[src/hw/rtl/assert_macros.svh]
// Assertion macros shared by the ray/segment hit RTL.
// No dependencies; included by the modules that carry checks.
`ifndef ASSERT_MACROS_SVH
`define ASSERT_MACROS_SVH

// Same-cycle implication, off while reset is high.
`define CHK_IMPLIES(lbl, clk, rst, ante, cons) \
   lbl: assert property (@(posedge clk) disable iff (rst) (ante) |-> (cons)) \
      else $error("same-cycle implication check failed");

// Next-cycle implication, off while reset is high.
`define CHK_NEXT(lbl, clk, rst, ante, cons) \
   lbl: assert property (@(posedge clk) disable iff (rst) (ante) |=> (cons)) \
      else $error("next-cycle implication check failed");

`endif

[src/hw/rtl/rsh_pkg.sv]
// Types, constants and the CORDIC angle table for the ray/segment hit core.
// No dependencies; the core, front, queue and back RTL files use it by scoped names.
`timescale 1ns / 1ps

package rsh_pkg;

   // Coordinates are Q16.16; the scale cancels in every formula.
   localparam int ANGLE_BITS_DEF  = 16;
   localparam int QUEUE_DEPTH_DEF = 4;
   localparam int CORDIC_STEPS    = 30;
   localparam int DIV_STEPS       = 41;

   localparam logic signed [33:0] CORDIC_GAIN = 34'sd652032874;
   localparam logic signed [33:0] DIR_ONE     = 34'sd1073741824;
   localparam logic [40:0]        T_CAP       = 41'h100_0000_0000;
   localparam logic [30:0]        DIST_MAX    = 31'h7FFF_FFFF;

   typedef struct packed {
      logic signed [31:0] origin_x;
      logic signed [31:0] origin_y;
      logic [15:0]        heading;
      logic signed [31:0] start_x;
      logic signed [31:0] start_y;
      logic signed [31:0] end_x;
      logic signed [31:0] end_y;
   } rsh_req_type;

   typedef struct packed {
      logic               hit;
      logic [30:0]        distance;
      logic signed [31:0] point_x;
      logic signed [31:0] point_y;
   } rsh_rsp_type;

   // One classified item handed from the front to the back.
   typedef struct packed {
      logic               hit;
      logic [66:0]        t_num;
      logic [65:0]        t_den;
      logic signed [31:0] dir_x;
      logic signed [31:0] dir_y;
      logic signed [31:0] origin_x;
      logic signed [31:0] origin_y;
   } rsh_job_type;

   // atan(2^-i) as a fraction of a 2^32 full turn.
   function automatic logic [31:0] atan_turn(input int idx);
      unique case (idx)
         0:  return 32'h2000_0000;
         1:  return 32'h12E4_051E;
         2:  return 32'h09FB_385B;
         3:  return 32'h0511_11D4;
         4:  return 32'h028B_0D43;
         5:  return 32'h0145_D7E1;
         6:  return 32'h00A2_F61E;
         7:  return 32'h0051_7C55;
         8:  return 32'h0028_BE53;
         9:  return 32'h0014_5F2F;
         10: return 32'h000A_2F98;
         11: return 32'h0005_17CC;
         12: return 32'h0002_8BE6;
         13: return 32'h0001_45F3;
         14: return 32'h0000_A2FA;
         15: return 32'h0000_517D;
         16: return 32'h0000_28BE;
         17: return 32'h0000_145F;
         18: return 32'h0000_0A30;
         19: return 32'h0000_0518;
         20: return 32'h0000_028C;
         21: return 32'h0000_0146;
         22: return 32'h0000_00A3;
         23: return 32'h0000_0051;
         24: return 32'h0000_0029;
         25: return 32'h0000_0014;
         26: return 32'h0000_000A;
         27: return 32'h0000_0005;
         28: return 32'h0000_0003;
         29: return 32'h0000_0001;
         default: return 32'h0000_0000;
      endcase
   endfunction

endpackage

[src/hw/rtl/rsh_queue.sv]
// Short queue between the front and back halves of the hit core.
// Depends on rsh_pkg and assert_macros.svh.
`timescale 1ns / 1ps
`include "assert_macros.svh"

module rsh_queue #(
   parameter int DEPTH = rsh_pkg::QUEUE_DEPTH_DEF
) (
   input  logic                 clock,
   input  logic                 reset,
   input  logic                 in_valid,
   input  rsh_pkg::rsh_job_type in_job,
   output logic                 out_valid,
   input  logic                 out_ready,
   output rsh_pkg::rsh_job_type out_job
);

   localparam int PTR_W = (DEPTH > 1) ? $clog2(DEPTH) : 1;
   localparam int CNT_W = $clog2(DEPTH + 1);

   rsh_pkg::rsh_job_type mem_ff [DEPTH];
   logic [PTR_W-1:0]     wr_ptr_ff, rd_ptr_ff;
   logic [CNT_W-1:0]     count_ff;
   logic                 push_w, pop_w;

   assign out_valid = (count_ff != '0);
   assign pop_w     = out_valid && out_ready;
   assign push_w    = in_valid;
   assign out_job   = mem_ff[rd_ptr_ff];

   always_ff @(posedge clock) begin
      if (push_w) begin
         mem_ff[wr_ptr_ff] <= in_job;
      end
   end

   always_ff @(posedge clock) begin
      if (reset) begin
         wr_ptr_ff <= '0;
         rd_ptr_ff <= '0;
         count_ff  <= '0;
      end else begin
         if (push_w) begin
            wr_ptr_ff <= (wr_ptr_ff == PTR_W'(DEPTH-1)) ? '0 : wr_ptr_ff + 1'b1;
         end
         if (pop_w) begin
            rd_ptr_ff <= (rd_ptr_ff == PTR_W'(DEPTH-1)) ? '0 : rd_ptr_ff + 1'b1;
         end
         if (push_w && !pop_w) begin
            count_ff <= count_ff + 1'b1;
         end else if (pop_w && !push_w) begin
            count_ff <= count_ff - 1'b1;
         end
      end
   end

   `CHK_IMPLIES(q_no_overflow, clock, reset, push_w, !((count_ff == CNT_W'(DEPTH)) && !pop_w))
   `CHK_NEXT(q_push_lands, clock, reset, push_w, count_ff != '0)

endmodule

[config.mk]
export PLATFORM = sky130hd
export DESIGN_NAME = rsh_queue
export DESIGN_NICKNAME = d
export VERILOG_FILES = /design/src/hw/rtl/rsh_pkg.sv /design/src/hw/rtl/rsh_queue.sv
export VERILOG_INCLUDE_DIRS = /design/src /design/src/hw/rtl
export SDC_FILE = /design/constraint.sdc
export NUM_CORES = 1
export LEC_CHECK = 0
export BUFFER_PORTS_ARGS = -buffer_cell sky130_fd_sc_hd__buf_4
export CAP_MARGIN = 20
export CORE_UTILIZATION = 61
export CTS_CLUSTER_DIAMETER = 30
export CTS_CLUSTER_SIZE = 16
export DETAILED_ROUTE_END_ITERATION = 12
export PLACE_DENSITY = 0.9
export SETUP_SLACK_MARGIN = 0.1
export SYNTH_ARGS = -nofsm -noshare
export SYNTH_HDL_FRONTEND = slang
export SYNTH_SLANG_ARGS = --single-unit
[constraint.sdc]
create_clock -name clock -period 15.18 [get_ports clock]
set_input_delay 1.518 -clock clock [delete_from_list [all_inputs] [get_ports clock]]
set_output_delay 1.518 -clock clock [all_outputs]
set_load 0.02 [all_outputs]
==> flow_summary.toml <==
[clocking]
clk_pin_slew_ps = 60
cts_resized = 0
tritoncts = "done"
cts_buffers = 158
cts_max_path_buffers = 3
clock_sinks = 1057
htreeDepth = 4
clock_latency_ps = 730
cts_setup_buffers = 0
cts_hold_buf = 0
clockRootBuffer = "clkbuf_16"

[global_route]
grt_overflow = 0
track_usage_pct = 31.76
antenna_found_initial = 11
grt_max_degree = 74
grt_pass1_wl_um = 142200
grt_pass1_vias = 20561

[timing]
worst_slew_pin_slew_ps = 1106
fin_ws_ps = 8725
min_period_ps = 6455
max-slew-margin-rel_pct = 26.29
finalSetupTns_ps = 0
timing_hold_violations_final = 0
report.final.slew_viol_count = 0
max_freq_ghz = 0.1549
setup_viol = 0
min_period_over_period_pct = 42.52
rsz0062_at_grt = "false"
skew_ps = 38.09

[floorplan]
initial_core_util_pct = 61.82
die-area_mm2 = 0.06366
ios = 529
die_y_um = 252.3
rows = 91
core_area_mm2 = 0.06183
die-width_um = 252.3

[pwr]
power_frac_seq_pct = 39.0
leakagePower_uw = 0.01649
power.share.clock_pct = 41.9
switchingPower_uw = 2424
p_per_area_mw_per_mm2 = 181.4
pwr-share-comb_pct = 19.1
peakVddDrop_mv = 0.1704
p_int_uw = 6367
switching_share_pct = 27.58

[finish]
layout.nets = 2338
drive_gt1_share_pct = 49.20
multi_input_area_mm2 = 0.006156
syn2layout_area_growth_pct = 26.81
ff_latch_area_mm2 = 0.03166
final_core_util_pct = 78.39
n_fill_cell = 2723

[critical_path]
reg2reg_depth = 5
worstSetupPathType = "reg2out"
rr_startpoint = "wr_ptr_ff[0]$_SDFFE_PP0P_"
worstSetupStartpointType = "flop"
worstReg2RegEnd = "mem_ff[2][138]$_DFFE_PP_"
reg2reg_slack_ps = 11330
required_ps = 13660
crit_path_max_fanout = 47
critPathCaptureType = "output port"
cp.arrival_ps = 4940
endpoint = "out_job[184]"

[yosys]
synth_area_leaders = "edfxtp_1, mux4_2, buf_6"
synth_top_area_cell = "edfxtp_1"
syn-cell-area_mm2 = 0.03822
yosys.cell_types.count = 18
syn_area_per_cell_um2 = 27.09
async_reset_ff_share_pct = 0
ys.flop_type = "edfxtp_1"
syn_nets = 1684
ys_seq_area_share_pct = 82.82
yosysTopAreaCellShare_pct = 82.34
yosysWarnings = 0
ys_ff_latch = 1057
synthCells = 1411
synth_most_common_cell = "edfxtp_1"
ys_top_cells_by_count = "edfxtp_1, mux4_2, buf_2"
synth_edf_count = 1048

[routing]
met1_length_um = 33040
avgViaCountPerCell = 6.284
routed-wl-met3_um = 10250
ant_nets = 0
drtPass1Iterations = 5
drtIter0Drc = 2243
via_count = 19146
drc = 0
drt-total-wl_um = 100600
wl_per_cell_um = 33.03
topRoutingLayerUsed = "met5"
routed-wl-met2_um = 53540

[job]
cap_violations = 0

[placement]
place_hpwl_um = 52020
port_buffers = 528
gp_congestion = 0.8081
pre_cts_slack_ps = 9142

[min_path]
hold_path_depth = 2
hold_path_class = "reg2reg"

[run_status]
outcome = "completed"
[worst max-delay path, cell delays in order, from the launching register on]
cell and delay, ps:
dfxtp_4 520, buf_16 340, buf_4 670, buf_4 830
buf_4 820, mux4_2 680, buf_4 200
[worst min-delay path by stage]
stage / start / end / slack (ps)
finish: count_ff[2]$_SDFFE_PP0P_ / count_ff[2]$_SDFFE_PP0P_ / 560
floorplan: rd_ptr_ff[0]$_SDFFE_PP0P_ / flop / 460
global route: count_ff[2]$_SDFFE_PP0P_ / count_ff[2]$_SDFFE_PP0P_ / 560
CTS: count_ff[2]$_SDFFE_PP0P_ / count_ff[2]$_SDFFE_PP0P_ / 550
global placement: rd_ptr_ff[0]$_SDFFE_PP0P_ / flop / 460
detailed placement: count_ff[2]$_SDFFE_PP0P_ / count_ff[2]$_SDFFE_PP0P_ / 510
[through the flow]
| step | area, um2 | cells | hold slack, ps | power [uW] |
|---|---|---|---|---|
| 2_1_floorplan | 38220 | 1411 | 455.9 | 4499 |
| 3_3_place_gp | 43010 | 2741 | 459.5 | 5036 |
| 3_5_place_dp | 43010 | 2741 | 507.3 | 5088 |
| 4_1_cts | 48410 | 3035 | 553.9 | 8808 |
| 5_1_grt | 48460 | 3044 | 561.1 | 8996 |
| 6_report | 48460 | 3047 | 555.8 | 8791 |
[logic make-up after synthesis]
logic type / synth area share (%)
AOI/OAI and AO/OA: 0.05893
xor gates and xnor gates: 0.04584
adders and majority gates: 0.2488
buffers and inverters: 1.103
DFF: 82.82
muxes: 15.54
and+or+nand+nor: 0.1833
[registers in the layout, indices dropped and copies added (netlist names), named ones only]
signal and flops:
rd_ptr_ff 2, count_ff 3, wr_ptr_ff 2, mem_ff 1048
[power by group through the flow]
stage,clock network [uW],logic (uW),registers [uW]
floorplan,0,1030,3470
global placement,0,1550,3480
detailed placement,0,1590,3500
CTS,3710,1650,3450
global route,3820,1740,3430
finish,3680,1680,3430
[cell type report]
type,instances,area share (%)
Inverter,3,0.02324
Sequential cell,1057,65.32
Timing Repair Buffer,552,8.592
Antenna cell,11,0.05680
Clock inverter,119,2.762
Tap cell,837,2.161
Multi-Input combinational cell,293,12.70
Clock buffer,175,8.378
[metal layers]
layer | GRT usage [%] | up-vias
met5 | 0 | -
met4 | 13.59 | 2
met3 | 10.31 | 239
li1 | - | 7534
met1 | 36.49 | 10047
met2 | 54.85 | 1324
[cells in the final DEF (no fill, tap or decap), types with 2 or more instances in the layout]
cell / instances
mux2i_1: 4
inv_6: 15
and2_4: 4
mux4_2: 262
inv_16: 4
xor2_1: 2
ha_1: 6
dfxtp_4: 2
clkinvlp_4: 16
inv_1: 3
clkinv_8: 3
edfxtp_1: 1048
dfxtp_1: 7
clkinv_16: 3
clkinv_2: 27
buf_4: 551
bufinv_16: 17
inv_8: 4
diode_2: 11
a21oi_1: 2
or3_1: 3
clkinv_4: 13
clkbuf_1: 15
nor2_1: 6
clkbuf_16: 160
clkinv_1: 17
Power figures use the tool's default switching activity.
